<file path="src/hdl/wbd_pkg.sv">
// Shared types and constants for the window back-reference decoder.
package wbd_pkg;

    // Default depth of the decoded-byte history
    localparam int HISTORY_DEPTH_DEF = 32;

    // Distance base: distance is this value minus the code's upper five bits
    localparam int DIST_BASE = 32;

    // Code that marks the following byte as a literal
    localparam logic [7:0] ESCAPE_CODE = 8'hFF;

    // Mask of the length field in a back-reference code
    localparam logic [2:0] LEN_MASK = 3'd7;

    // Controller states
    typedef enum logic [1:0] {
        ST_IDLE,
        ST_ESCAPED,
        ST_COPY
    } wbd_state_t;

    // Commands from controller to datapath
    typedef struct packed {
        logic load_lit;    // emit the input byte as a literal
        logic load_first;  // emit first byte of a back-reference taken from the input
        logic load_next;   // emit next byte of the held back-reference
        logic clear;       // drop history state at end of chunk
    } wbd_cmd_t;

    // Status from datapath to controller
    typedef struct packed {
        logic slot_free;   // output register may be loaded this cycle
        logic is_escape;   // input byte is the escape code
        logic len_one;     // input back-reference has length one
        logic remain_one;  // one byte of the held back-reference is left
        logic held_last;   // held back-reference closes its chunk
    } wbd_status_t;

endpackage

</file>
<file path="src/hdl/window_backreference_decoder.sv">
// Top level of the window back-reference decoder.
//
// Channel  Direction  Handshake             Payload
// in       input      in_valid / in_ready   in_byte, last_in_chunk
// out      output     out_valid / out_ready out_byte, last_of_run, bad_reference
//
// An escape gives no beat; a literal gives one beat. In a back-reference,
// the first byte is emitted in the accept cycle, the rest from the copy
// state, one per cycle, paced by the single output register. Reset clears
// pointer, fill count and state; history contents are gated by the fill
// count and need no clearing.
// A stall on out holds the output register and closes in_ready.
module window_backreference_decoder
#(
    parameter int HISTORY_DEPTH = wbd_pkg::HISTORY_DEPTH_DEF
)
(
    input  logic       clk,
    input  logic       rst_n,
    input  logic       in_valid,
    output logic       in_ready,
    input  logic [7:0] in_byte,
    input  logic       last_in_chunk,
    output logic       out_valid,
    input  logic       out_ready,
    output logic [7:0] out_byte,
    output logic       last_of_run,
    output logic       bad_reference
);

    wbd_pkg::wbd_cmd_t    cmd;
    wbd_pkg::wbd_status_t status;

    // Sequence escapes, literals and copies
    wbd_controller u_ctrl
    (
        .clk           (clk),
        .rst_n         (rst_n),
        .in_valid      (in_valid),
        .in_ready      (in_ready),
        .last_in_chunk (last_in_chunk),
        .status        (status),
        .cmd           (cmd)
    );

    // Keep history and drive the output beat
    wbd_datapath #(
        .HISTORY_DEPTH (HISTORY_DEPTH)
    ) u_dp
    (
        .clk           (clk),
        .rst_n         (rst_n),
        .in_byte       (in_byte),
        .last_in_chunk (last_in_chunk),
        .cmd           (cmd),
        .status        (status),
        .out_ready     (out_ready),
        .out_valid     (out_valid),
        .out_byte      (out_byte),
        .last_of_run   (last_of_run),
        .bad_reference (bad_reference)
    );

endmodule

</file>
<file path="src/hdl/wbd_controller.sv">
// Controller state machine for the window back-reference decoder.
module wbd_controller
(
    input  logic                clk,
    input  logic                rst_n,
    input  logic                in_valid,
    output logic                in_ready,
    input  logic                last_in_chunk,
    input  wbd_pkg::wbd_status_t status,
    output wbd_pkg::wbd_cmd_t   cmd
);

    wbd_pkg::wbd_state_t state_reg;
    wbd_pkg::wbd_state_t state_next;
    logic                in_fire;

    // Hold the state register
    always_ff @(posedge clk or negedge rst_n)
    begin
        if (!rst_n)
        begin
            state_reg <= wbd_pkg::ST_IDLE;
        end
        else
        begin
            state_reg <= state_next;
        end
    end

    // Input beat taken in the states that open in_ready on a free slot
    assign in_fire = in_valid && status.slot_free;

    // Decide next state and issue datapath commands
    always_comb
    begin
        state_next     = state_reg;
        in_ready       = 1'b0;
        cmd.load_lit   = 1'b0;
        cmd.load_first = 1'b0;
        cmd.load_next  = 1'b0;
        cmd.clear      = 1'b0;
        case (state_reg)
            wbd_pkg::ST_IDLE:
            begin
                in_ready = status.slot_free;
                if (in_fire)
                begin
                    if (status.is_escape)
                    begin
                        // Drop a pending escape when the chunk ends on it
                        if (last_in_chunk)
                        begin
                            cmd.clear = 1'b1;
                        end
                        else
                        begin
                            state_next = wbd_pkg::ST_ESCAPED;
                        end
                    end
                    else
                    begin
                        cmd.load_first = 1'b1;
                        if (status.len_one)
                        begin
                            cmd.clear = last_in_chunk;
                        end
                        else
                        begin
                            state_next = wbd_pkg::ST_COPY;
                        end
                    end
                end
            end
            wbd_pkg::ST_ESCAPED:
            begin
                in_ready = status.slot_free;
                if (in_fire)
                begin
                    cmd.load_lit = 1'b1;
                    cmd.clear    = last_in_chunk;
                    state_next   = wbd_pkg::ST_IDLE;
                end
            end
            wbd_pkg::ST_COPY:
            begin
                // Advance one copied byte whenever the output register frees up
                if (status.slot_free)
                begin
                    cmd.load_next = 1'b1;
                    if (status.remain_one)
                    begin
                        cmd.clear  = status.held_last;
                        state_next = wbd_pkg::ST_IDLE;
                    end
                end
            end
            default:
            begin
                state_next = wbd_pkg::ST_IDLE;
            end
        endcase
    end

endmodule

</file>
<file path="src/hdl/wbd_datapath.sv">
// History window, copy context and output register of the back-reference decoder.
module wbd_datapath
#(
    parameter int HISTORY_DEPTH = wbd_pkg::HISTORY_DEPTH_DEF
)
(
    input  logic                 clk,
    input  logic                 rst_n,
    input  logic [7:0]           in_byte,
    input  logic                 last_in_chunk,
    input  wbd_pkg::wbd_cmd_t    cmd,
    output wbd_pkg::wbd_status_t status,
    input  logic                 out_ready,
    output logic                 out_valid,
    output logic [7:0]           out_byte,
    output logic                 last_of_run,
    output logic                 bad_reference
);

    localparam int PTR_W  = $clog2(HISTORY_DEPTH);
    localparam int FILL_W = PTR_W + 1;

    logic [7:0]        history_reg [HISTORY_DEPTH];
    logic [PTR_W-1:0]  wp_reg;
    logic [PTR_W-1:0]  wp_next;
    logic [FILL_W-1:0] fill_reg;
    logic [FILL_W-1:0] fill_next;
    logic [4:0]        code_hi_reg;
    logic [2:0]        remain_reg;
    logic [2:0]        remain_next;
    logic              held_last_reg;
    logic              out_valid_reg;
    logic              out_valid_next;
    logic [7:0]        out_byte_reg;
    logic              out_last_reg;
    logic              out_bad_reg;

    logic              emit;
    logic [4:0]        hi_sel;
    logic [FILL_W-1:0] copy_dist;
    logic [PTR_W-1:0]  rd_idx;
    logic              bad_copy;
    logic [7:0]        copy_byte;
    logic [7:0]        emit_byte;
    logic              emit_bad;
    logic              emit_last;

    assign emit = cmd.load_lit || cmd.load_first || cmd.load_next;

    // Locate the copy source behind the write position
    assign hi_sel    = cmd.load_next ? code_hi_reg : in_byte[7:3];
    assign copy_dist = FILL_W'(wbd_pkg::DIST_BASE) - FILL_W'(hi_sel);
    assign rd_idx    = PTR_W'(FILL_W'(wp_reg) + FILL_W'(HISTORY_DEPTH) - copy_dist);
    assign bad_copy  = (fill_reg < copy_dist);
    assign copy_byte = bad_copy ? 8'd0 : history_reg[rd_idx];

    // Select the byte and flags for the output beat
    always_comb
    begin
        emit_byte = copy_byte;
        emit_bad  = bad_copy;
        emit_last = (remain_reg == 3'd1);
        if (cmd.load_lit)
        begin
            emit_byte = in_byte;
            emit_bad  = 1'b0;
            emit_last = 1'b1;
        end
        else if (cmd.load_first)
        begin
            emit_last = ((in_byte[2:0] & wbd_pkg::LEN_MASK) == 3'd0);
        end
    end

    // Advance pointer, fill count and remaining length
    always_comb
    begin
        wp_next     = wp_reg;
        fill_next   = fill_reg;
        remain_next = remain_reg;
        if (emit)
        begin
            wp_next = wp_reg + PTR_W'(1);
            if (fill_reg < FILL_W'(HISTORY_DEPTH))
            begin
                fill_next = fill_reg + FILL_W'(1);
            end
        end
        if (cmd.clear)
        begin
            wp_next   = '0;
            fill_next = '0;
        end
        if (cmd.load_first)
        begin
            remain_next = in_byte[2:0] & wbd_pkg::LEN_MASK;
        end
        else if (cmd.load_next)
        begin
            remain_next = remain_reg - 3'd1;
        end
    end

    // Load on emit, drop once the beat is taken
    always_comb
    begin
        out_valid_next = out_valid_reg;
        if (emit)
        begin
            out_valid_next = 1'b1;
        end
        else if (out_ready)
        begin
            out_valid_next = 1'b0;
        end
    end

    // Hold control state
    always_ff @(posedge clk or negedge rst_n)
    begin
        if (!rst_n)
        begin
            wp_reg        <= '0;
            fill_reg      <= '0;
            remain_reg    <= '0;
            out_valid_reg <= 1'b0;
        end
        else
        begin
            wp_reg        <= wp_next;
            fill_reg      <= fill_next;
            remain_reg    <= remain_next;
            out_valid_reg <= out_valid_next;
        end
    end

    // Hold payload: history, copy context and output beat
    always_ff @(posedge clk)
    begin
        if (emit)
        begin
            history_reg[wp_reg] <= emit_byte;
            out_byte_reg        <= emit_byte;
            out_last_reg        <= emit_last;
            out_bad_reg         <= emit_bad;
        end
        if (cmd.load_first)
        begin
            code_hi_reg   <= in_byte[7:3];
            held_last_reg <= last_in_chunk;
        end
    end

    assign status.slot_free  = !out_valid_reg || out_ready;
    assign status.is_escape  = (in_byte == wbd_pkg::ESCAPE_CODE);
    assign status.len_one    = ((in_byte[2:0] & wbd_pkg::LEN_MASK) == 3'd0);
    assign status.remain_one = (remain_reg == 3'd1);
    assign status.held_last  = held_last_reg;

    assign out_valid     = out_valid_reg;
    assign out_byte      = out_byte_reg;
    assign last_of_run   = out_last_reg;
    assign bad_reference = out_bad_reg;

endmodule

</file>
<file path="config.mk">
export PLATFORM = sky130hd
export DESIGN_NAME = window_backreference_decoder
export DESIGN_NICKNAME = d
export VERILOG_FILES = /design/src/hdl/wbd_pkg.sv /design/src/hdl/window_backreference_decoder.sv /design/src/hdl/wbd_controller.sv /design/src/hdl/wbd_datapath.sv
export SDC_FILE = /design/constraint.sdc
export NUM_CORES = 1
export LEC_CHECK = 0
export ABC_AREA = 1
export BUFFER_PORTS_ARGS = -buffer_cell sky130_fd_sc_hd__buf_2
export CAP_MARGIN = 20
export CORE_MARGIN = 4
export CORE_UTILIZATION = 63
export DETAILED_ROUTE_END_ITERATION = 12
export PLACE_DENSITY_LB_ADDON = 0.15
export SETUP_SLACK_MARGIN = 0.05
export SKIP_LAST_GASP = 1
export SLEW_MARGIN = 5
export SYNTH_ARGS = -nofsm -noshare
export SYNTH_HDL_FRONTEND = slang
export SYNTH_SLANG_ARGS = --single-unit
export TNS_END_PERCENT = 5
</file>
<file path="constraint.sdc">
create_clock -name clk -period 5.15 [get_ports clk]
set_input_delay 0.7725 -clock clk [delete_from_list [all_inputs] [get_ports clk]]
set_output_delay 0.7725 -clock clk [all_outputs]
set_load 0.05 [all_outputs]
</file>
==> results of run 1 <==
## final timing paths
check / cells past startpoint / slack (ps) / to
setup / recovery: 20 / 1180 / u_dp.history_reg[12][3]$_DFFE_PP_
hold / removal: 1 / 150 / u_ctrl.state_reg[0]$_DFFE_PN0P_
setup reg to reg: 20 / 1180 / u_dp.history_reg[12][3]$_DFFE_PP_
hold reg to reg: 2 / 570 / u_dp.fill_reg[5]$_DFFE_PN0P_
max in group asynchronous: 1 / 4710 / u_dp.wp_reg[0]$_DFFE_PN0P_
min in group clk: 1 / 460 / u_dp.held_last_reg$_DFFE_PP_
## placed cells by master (no fill, tap or decap), types with 2 or more instances in the layout
| cell | count |
|---|---|
| clkinvlp_4 | 2 |
| buf_4 | 23 |
| clkinv_1 | 5 |
| nand3_2 | 10 |
| a32o_1 | 59 |
| nand3_1 | 62 |
| o21ai_0 | 21 |
| ha_1 | 12 |
| clkinv_2 | 9 |
| buf_12 | 3 |
| bufinv_16 | 3 |
| o221ai_1 | 3 |
| nand2_4 | 11 |
| nor2_1 | 34 |
| o22ai_1 | 5 |
| nand4_1 | 6 |
| a21oi_1 | 68 |
| clkbuf_16 | 29 |
| buf_2 | 24 |
| clkbuf_1 | 5 |
| dfrtp_1 | 17 |
| nand3b_1 | 3 |
| edfxtp_1 | 272 |
| inv_1 | 83 |
| nand2_1 | 399 |
| inv_2 | 2 |
| nand2_2 | 8 |
| nor3_1 | 4 |
## layout make-up
type | count | area (um^2)
sequential | 289 | 8593
inverter | 87 | 329.1
multi-input combinational | 719 | 3719
fill | 1446 | 5906
timing repair buffer | 50 | 352.8
clock buffer | 34 | 744.5
clock inverter | 19 | 187.7
tap | 270 | 337.8
## metal layers
metal	vias up	track usage, %
li1	4090	-
met1	4247	40.15
met2	424	42.00
met3	67	4.698
met4	0	9.519
met5	-	0
## critical path, delay by kind of cell (launching register included)
kind,cells,cell delay [ps]
compound gates,2,320
simple gates,11,1160
flops,1,440
fa+ha+maj,2,950
buf+inv,5,760
## cell families (layout without fill, tap and decap cells)
kind of cell	Yosys count	count (layout)	synth area share [%]
compound gates	162	162	8.926
fa+ha+maj	14	14	1.417
simple gates	541	541	18.26
buf+inv	144	190	4.628
flops	289	289	66.63
xor+xnor	2	2	0.1359
## per-stage QoR
stage                     hold WS, ps  instance area [um^2]  util, %
after CTS                       146.3                 14260    70.72
after floorplan                 476.9                 12900        -
after detailed placement        553.1                 13330    66.10
after global routing            165.9                 14260    70.72
final                           148.6                 14260    70.72
after global placement          557.1                 13330    66.10
==> results.py, run 1 <==
metrics = {
    "timing": {
        "finClkSkew_ps": 19.30,
        "max_slew_margin_pct": 32.99,
        "max_slew.worst_pin.slew_ps": 1005,
        "max_freq_ghz": 0.2520,
        "final_max_slew_viol_count": 0,
        "fin_crit_sh_pct": 77.07,
        "final_critical_path_setup_slack_ps": 1181,
        "min_period_ps": 3969,
        "finalSetupTns_ps": 0,
        "hold_viol": 0,
        "setup_viol": 0,
        "rsz_0062_raised_after_global_routing": "false",
    },
    "drt": {
        "met3RoutedLength_mm": 2.744,
        "initialDrtViolationCount": 1226,
        "number_of_nets_still_failing_antenna_checks_after_routing": 0,
        "met1Wirelength_mm": 12.77,
        "wl_per_cell_um": 20.79,
        "top_signal_layer_used": "met4",
        "met2_length_mm": 14.07,
        "routed_wl_mm": 30.52,
        "drcViolationCount": 0,
        "viasPerCell": 6.014,
        "routed_vias": 8828,
        "initial_drt_pass_iterations": 5,
    },
    "die": {
        "core_area_um2": 20170,
        "fp.dieW_um": 151.1,
        "placement_rows": 52,
        "initial_utilization_pct": 63.94,
        "fp.dieArea_um2": 22820,
        "die_h_um": 151.1,
        "io-pin-count": 25,
    },
    "yosys": {
        "ys_ff_latch": 289,
        "syn-mean-instance-area_um2": 11.19,
        "async_sr_flop_fraction_pct": 5.882,
        "synth_edf_count": 272,
        "yosysMostFrequentCell": "nand2_1",
        "synth_top_cells_by_area": "edfxtp_1, nand2_1, a32o_1, dfrtp_1, a21oi_1",
        "yosys.cell_types.count": 37,
        "seq_area_frac_synth_pct": 66.63,
        "synth-main-ff-cell": "edfxtp_1",
        "syn-cell-area_um2": 12900,
        "synth_cells": 1152,
        "synthesis_warnings": 0,
        "yosys.area.top_type": "edfxtp_1",
        "synth.top_cells.by_count": "nand2_1, edfxtp_1, inv_1",
        "post-synth-top-area-fraction_pct": 63.34,
        "syn_nets": 1179,
    },
    "clocking": {
        "tritoncts": "yes",
        "root_buffer_cell": "clkbuf_16",
        "cts_buffer_depth": 3,
        "clock_h_tree_levels": 1,
        "cts.hold.buffers_added": 0,
        "worst_skew_pair.late_latency_ps": 560,
        "clk_pin_slew_worst_paths_ps": 60,
        "cts_buffers": 29,
        "numClockSinks": 289,
        "cts_setup_buffers": 0,
        "count_of_cells_resized_by_post_cts_repair": 0,
    },
    "worst_hold_path": {
        "hp-class": "in2async",
    },
    "grt": {
        "first_pass_grt_wire_length_mm": 47.43,
        "grt_usage_pct": 27.36,
        "overflow": 0,
        "largest_net_degree_at_the_start_of_global_routing": 103,
        "antenna_violations_before_repair": 0,
        "first_global_vias": 8500,
    },
    "worst_setup_path": {
        "critical_path.endpoint_type": "flip-flop",
        "critical_path.slowest_cell": "fa_1",
        "peak_fanout_along_the_critical_path": 68,
        "critPathArrivalTime_ps": 4240,
        "startpoint_type": "flip-flop",
        "crit_required_ps": 5420,
        "r2r-start": "u_ctrl.state_reg[1]$_DFFE_PN0P_",
        "worst_path_largest_cell_delay_ps": 660,
        "critical_path.cell_chain": "inv_2 -> nor2_8 -> nand2_4 -> nand2_1 -> nand2_2 -> ha_1 -> inv_1 -> fa_1 -> clkinv_2 -> buf_12 -> a21oi_1 -> a32o_1 -> nand3_1 -> nand2_1 -> nand2_1 -> nand2_1 -> nand2_1 -> nand3_1 -> nand2_1 -> buf_4",
        "worst-setup-path-type": "reg2reg",
        "critPathLaunch": "u_ctrl.state_reg[1]$_DFFE_PN0P_",
        "critical-path-top-cell-by-count": "nand2_1",
    },
    "final_layout": {
        "final_nets": 1203,
        "num_antenna_cells": 0,
        "post_route_cells_drive_above_1_share_pct": 11.10,
        "syn2layout_area_growth_pct": 10.60,
        "instances_no_fill": 1468,
        "largest_reg_flops": 256,
    },
    "status": {
        "status": "complete, no violations",
    },
    "placement": {
        "final_gp_congestion": 0.8678,
        "place.detailed.instances": 1415,
        "dp_hpwl_mm": 18.45,
        "preCtsSetupSlack_ps": 739.6,
        "port_buffers": 24,
    },
    "job": {
        "cap_violations": 0,
    },
}
Power of run 1 is left out: the tool's default activity adds up to more than one toggle a clock period on the data nets, which glitch-free logic cannot reach.
==> run 2: changes to the inputs <==
--- a/config.mk
+++ b/config.mk
@@ -9,7 +9,7 @@
 export BUFFER_PORTS_ARGS = -buffer_cell sky130_fd_sc_hd__buf_2
 export CAP_MARGIN = 20
 export CORE_MARGIN = 4
-export CORE_UTILIZATION = 63
+export CORE_UTILIZATION = 57
 export DETAILED_ROUTE_END_ITERATION = 12
 export PLACE_DENSITY_LB_ADDON = 0.15
 export SETUP_SLACK_MARGIN = 0.05
==> constraint.sdc (replaced) <==
create_clock -name clk -period 3.37 [get_ports clk]
set_input_delay 0.5055 -clock clk [delete_from_list [all_inputs] [get_ports clk]]
set_output_delay 0.5055 -clock clk [all_outputs]
set_load 0.05 [all_outputs]
==> results.py, run 2 (synthesis results as in run 1) <==
metrics = {
    "status": {
        "status": "finished, violations left",
        "failed_checks": "negative setup slack",
    },
    "clocking": {
        "cts_buffer_depth": 3,
        "cts_buffers": 29,
        "numClockSinks": 289,
        "root_buffer_cell": "clkbuf_16",
        "tritoncts": "yes",
        "clock_h_tree_levels": 1,
        "worst_skew_pair.late_latency_ps": 560,
        "clk_pin_slew_worst_paths_ps": 60,
    },
    "timing": {
        "setup_viol": 264,
        "finalSetupTns_ps": -23560,
        "fin_crit_sh_pct": 105.3,
        "max_slew.worst_pin.slew_ps": 761.2,
        "max_freq_ghz": 0.2818,
        "max_slew_margin_pct": 49.13,
        "min_period_ps": 3548,
        "hold-worst-slack_ps": 165.6,
        "rsz_0062_raised_after_global_routing": "true",
        "finClkSkew_ps": 26.62,
        "final_critical_path_setup_slack_ps": -178.3,
        "hold_viol": 0,
        "final_max_slew_viol_count": 0,
    },
    "placement": {
        "port_buffers": 24,
        "dp_hpwl_mm": 19.11,
        "place.detailed.instances": 1458,
        "placedInstanceArea_um2": 13850,
        "final_gp_congestion": 0.8664,
    },
    "die": {
        "fp.dieW_um": 158.4,
        "io-pin-count": 25,
        "die_h_um": 158.4,
        "core_area_um2": 22030,
        "fp.dieArea_um2": 25100,
        "placement_rows": 54,
        "initial_utilization_pct": 58.55,
    },
    "worst_setup_path": {
        "worst-setup-path-type": "reg2reg",
        "critical_path.cell_chain": "nor2_8 -> nand2_4 -> nand2_4 -> nand2_4 -> ha_4 -> inv_2 -> fa_2 -> clkinv_8 -> buf_12 -> buf_4 -> a21oi_2 -> a32o_2 -> nand3_1 -> nand2_1 -> nand2_1 -> nand2_1 -> nand2_2 -> nand3_4 -> buf_12 -> nand2_8",
        "critical_path.endpoint_type": "flip-flop",
        "delay_heaviest_family_cp": "simple AND/OR/NAND/NOR gates",
        "worst_path_largest_cell_delay_ps": 610,
        "critPathLaunch": "u_ctrl.state_reg[0]$_DFFE_PN0P_",
        "critPathArrivalTime_ps": 3790,
        "r2r-start": "u_ctrl.state_reg[0]$_DFFE_PN0P_",
        "critical_path.slowest_cell": "fa_2",
        "startpoint_type": "flip-flop",
        "crit_required_ps": 3610,
        "peak_fanout_along_the_critical_path": 8,
        "critPathBufInv": 5,
    },
    "drt": {
        "routed_wl_mm": 33.16,
        "routed_vias": 9072,
        "wl_per_cell_um": 21.68,
        "drcViolationCount": 0,
        "initial_drt_pass_iterations": 5,
        "number_of_nets_still_failing_antenna_checks_after_routing": 0,
        "viasPerCell": 5.933,
        "initialDrtViolationCount": 966,
    },
    "final_layout": {
        "post_route_cells_drive_above_1_share_pct": 17.69,
        "syn2layout_area_growth_pct": 18.19,
        "finalInstanceArea_um2": 15240,
        "instances_no_fill": 1529,
        "final_nets": 1256,
        "nFillCells": 1597,
        "largest_reg_flops": 256,
        "most_frequent_cells_in_the_layout": "nand2_1, edfxtp_1, inv_1",
        "area.sequential_um2": 8596,
        "layout.cells.most_common": "nand2_1",
        "num_antenna_cells": 0,
        "multi_input_area_um2": 4076,
    },
    "grt": {
        "antenna_violations_before_repair": 0,
        "gr-usage-met1_pct": 37.45,
        "grt_usage_pct": 26.46,
        "globalRouteMet2Util_pct": 41.57,
        "first_global_vias": 8899,
        "first_pass_grt_wire_length_mm": 50.45,
        "globalRoute.busiestLayer": "met2",
        "overflow": 0,
        "largest_net_degree_at_the_start_of_global_routing": 71,
        "grt_use_met3_pct": 6.197,
    },
    "worst_hold_path": {
        "hp-class": "in2reg",
        "timing.hold.worst.start": "last_in_chunk",
    },
    "job": {
        "cap_violations": 0,
    },
}
## run 2: path summary, 6_finish.rpt
| check | slack (ps) | endpoint | cells after the start |
|---|---|---|---|
| setup / recovery | -180 | u_dp.history_reg[2][7]$_DFFE_PP_ | 20 |
| hold / removal | 170 | u_dp.held_last_reg$_DFFE_PP_ | 1 |
| setup reg to reg | -180 | u_dp.history_reg[2][7]$_DFFE_PP_ | 20 |
| hold reg to reg | 580 | u_dp.fill_reg[5]$_DFFE_PN0P_ | 2 |
| max in group asynchronous | 2640 | u_dp.out_valid$_DFFE_PN0P_ | 2 |
| min in group asynchronous | 410 | u_ctrl.state_reg[0]$_DFFE_PN0P_ | 2 |
## run 2: routing by layer
metal | share of wire (%) | up-vias | routed length, um
li1 | - | 4207 | -
met1 | 42 | 4390 | 13810
met4 | 2.7 | 0 | 897
met5 | 0 | - | 0
met3 | 8.8 | 64 | 2924
met2 | 47 | 411 | 15530
## run 2: layout make-up
cell class	count	area share (%)
Clock buffer	40	5.229
Timing Repair Buffer	94	6.469
Tap cell	280	2.298
Multi-Input combinational cell	727	26.74
Timing Repair inverter	1	0.05746
Inverter	87	2.233
Clock inverter	11	0.5746
Sequential cell	289	56.39
## run 2: timing repair
item,4_1_cts,5_1_grt
hold endpoints to repair,17,0
endpoints found under the setup margin,264,264
resized for setup,34,15
pin swaps,10,5
buffers inserted,4,1
cloned,9,5
hold buffers,1,0
## run 2: through the flow
step           setup WS [ps]  util (%)
2_1_floorplan          46.49         -
6_report              -178.3     69.20
3_5_place_dp          -339.4     62.86
4_1_cts               -64.67     68.72
3_3_place_gp          -293.0     62.86
5_1_grt               -242.0     69.20
Power of run 2 is left out for the same reason.
==> run 3: changes to the inputs <==
--- a/config.mk
+++ b/config.mk
@@ -9,7 +9,7 @@
 export BUFFER_PORTS_ARGS = -buffer_cell sky130_fd_sc_hd__buf_2
 export CAP_MARGIN = 20
 export CORE_MARGIN = 4
-export CORE_UTILIZATION = 57
+export CORE_UTILIZATION = 40
 export DETAILED_ROUTE_END_ITERATION = 12
 export PLACE_DENSITY_LB_ADDON = 0.15
 export SETUP_SLACK_MARGIN = 0.05
==> results.py, run 3 (synthesis results as in run 1) <==
metrics = {
    "status": {
        "status": "finished, violations left",
        "failed_checks": "negative setup slack",
    },
    "die": {
        "initial_utilization_pct": 40.66,
        "fp.dieW_um": 187.6,
        "core_area_um2": 31720,
        "die_h_um": 187.6,
        "placement_rows": 65,
        "io-pin-count": 25,
        "fp.dieArea_um2": 35180,
    },
    "worst_hold_path": {
        "hp-class": "in2reg",
        "timing.hold.worst.start": "last_in_chunk",
        "holdPathStages": 1,
        "worstHoldEndpoint": "u_dp.held_last_reg$_DFFE_PP_",
    },
    "final_layout": {
        "largest_reg_flops": 256,
        "num_antenna_cells": 0,
        "most_frequent_cells_in_the_layout": "nand2_1, edfxtp_1, inv_1",
        "syn2layout_area_growth_pct": 22.26,
        "layout.cells.most_common": "nand2_1",
        "post_route_cells_drive_above_1_share_pct": 20.53,
        "final_nets": 1278,
    },
    "grt": {
        "overflow": 0,
        "first_pass_grt_wire_length_mm": 51.92,
        "largest_net_degree_at_the_start_of_global_routing": 47,
        "antenna_violations_before_repair": 0,
        "grt_usage_pct": 18.98,
        "first_global_vias": 8488,
    },
    "drt": {
        "viasPerCell": 5.344,
        "initialDrtViolationCount": 717,
        "routed_wl_mm": 35.56,
        "initial_drt_pass_iterations": 5,
        "routed_vias": 8968,
        "wl_per_cell_um": 21.19,
        "number_of_nets_still_failing_antenna_checks_after_routing": 0,
        "drcViolationCount": 0,
    },
    "clocking": {
        "clock_h_tree_levels": 1,
        "cts_buffer_depth": 3,
        "tritoncts": "yes",
        "worst_skew_pair.late_latency_ps": 570,
        "root_buffer_cell": "clkbuf_16",
        "numClockSinks": 289,
        "clk_pin_slew_worst_paths_ps": 60,
        "cts_buffers": 31,
    },
    "timing": {
        "max_slew.worst_pin.slew_ps": 593.6,
        "max_slew_margin_pct": 60.38,
        "rsz_0062_raised_after_global_routing": "true",
        "final_critical_path_setup_slack_ps": -74.58,
        "hold-worst-slack_ps": 161.1,
        "hold_viol": 0,
        "fin_crit_sh_pct": 102.2,
        "setup_viol": 247,
        "final_max_slew_viol_count": 0,
        "finClkSkew_ps": 19.35,
        "max_freq_ghz": 0.2903,
        "min_period_ps": 3445,
    },
    "worst_setup_path": {
        "r2r-start": "u_ctrl.state_reg[1]$_DFFE_PN0P_",
        "startpoint_type": "flip-flop",
        "rr_worst_depth": 21,
        "peak_fanout_along_the_critical_path": 7,
        "critPathArrivalTime_ps": 3750,
        "critical_path.endpoint_type": "flip-flop",
        "reg2reg_to": "u_dp.history_reg[1][3]$_DFFE_PP_",
        "r2r_setup_slack_ps": -70,
        "crit_required_ps": 3680,
        "worst-setup-path-type": "reg2reg",
    },
    "placement": {
        "preCtsSetupSlack_ps": -309.6,
        "final_gp_congestion": 0.8336,
        "port_buffers": 24,
        "dp_hpwl_mm": 22.48,
    },
    "job": {
        "cap_violations": 0,
    },
}
==> run 3: cell types whose count changed in the layout (fill, tap and decap cells not counted), moves of 6 or more <==
cell       delta
buf_12       +12
buf_4         +8
buf_6         +6
clkbuf_16     +9
nand2_2       +7
nand2_8       -9
nand3_2       +6
==> run 3: timing repair <==
action,4_1_cts,5_1_grt
pin swaps,1,24
buffers inserted,0,4
gates cloned,0,11
gates resized for setup,5,52
setup endpoints to repair,264,264
endpoints found under the hold margin,17,0
hold buffers,1,0
==> run 3: how the worst max path moves through the flow <==
| stage | start | endpoint | slack (ps) | depth (start not counted) |
|---|---|---|---|---|
| after floorplan | out_ready | u_dp.history_reg[0][2]$_DFFE_PP_ | 50 | 21 |
| after global placement | out_ready | u_dp.history_reg[4][5]$_DFFE_PP_ | -300 | 21 |
| after detailed placement | out_ready | u_dp.history_reg[5][5]$_DFFE_PP_ | -310 | 21 |
| after CTS | u_ctrl.state_reg[1]$_DFFE_PN0P_ | u_dp.history_reg[2][5]$_DFFE_PP_ | -120 | 21 |
| after global routing | u_ctrl.state_reg[1]$_DFFE_PN0P_ | u_dp.history_reg[1][3]$_DFFE_PP_ | -210 | 20 |
| final | u_ctrl.state_reg[1]$_DFFE_PN0P_ | u_dp.history_reg[1][3]$_DFFE_PP_ | -70 | 21 |
==> run 3: critical path, cell delays in order, from the launching register on <==
cell,delay [ps]
dfrtp_1,370
inv_2,70
nor2_8,170
nand2_4,90
nand2_1,70
nand2_2,90
ha_4,280
inv_4,30
fa_2,610
inv_8,100
buf_6,140
clkbuf_16,150
a21oi_2,100
a32o_1,130
nand2_1,60
nand2_2,90
nand2_1,60
nand2_1,80
nand2_2,80
nand3_2,100
nand2_4,120
clkbuf_16,200
==> run 3: layout make-up <==
type	instances	area [um^2]
Clock buffer	36	794.5
Clock inverter	22	191.4
Fill cell	2830	15950
Inverter	87	337.8
Multi-Input combinational cell	719	3925
Sequential cell	289	8596
Tap cell	402	503.0
Timing Repair Buffer	123	1419
==> run 3: metal layers <==
metal | vias to the layer above | wire (um) | global-route usage [%]
li1 | 4255 | - | -
met1 | 4448 | 16150 | 27.50
met2 | 217 | 16810 | 30.71
met3 | 48 | 1861 | 2.606
met4 | 0 | 736 | 4.320
met5 | - | 0 | 0
==> run 3: through the flow <==
step                util [%]  instance area (um^2)  cells  TNS (ps)
floorplan                  -                 13000   1152         0
global placement       45.18                 14330   1604    -57530
CTS                    48.39                 15350   1663    -21520
global route           49.71                 15770   1678    -45980
finish                 49.71                 15770   1678     -9255
detailed placement     45.18                 14330   1604    -57920
Power of run 3 is left out for the same reason.
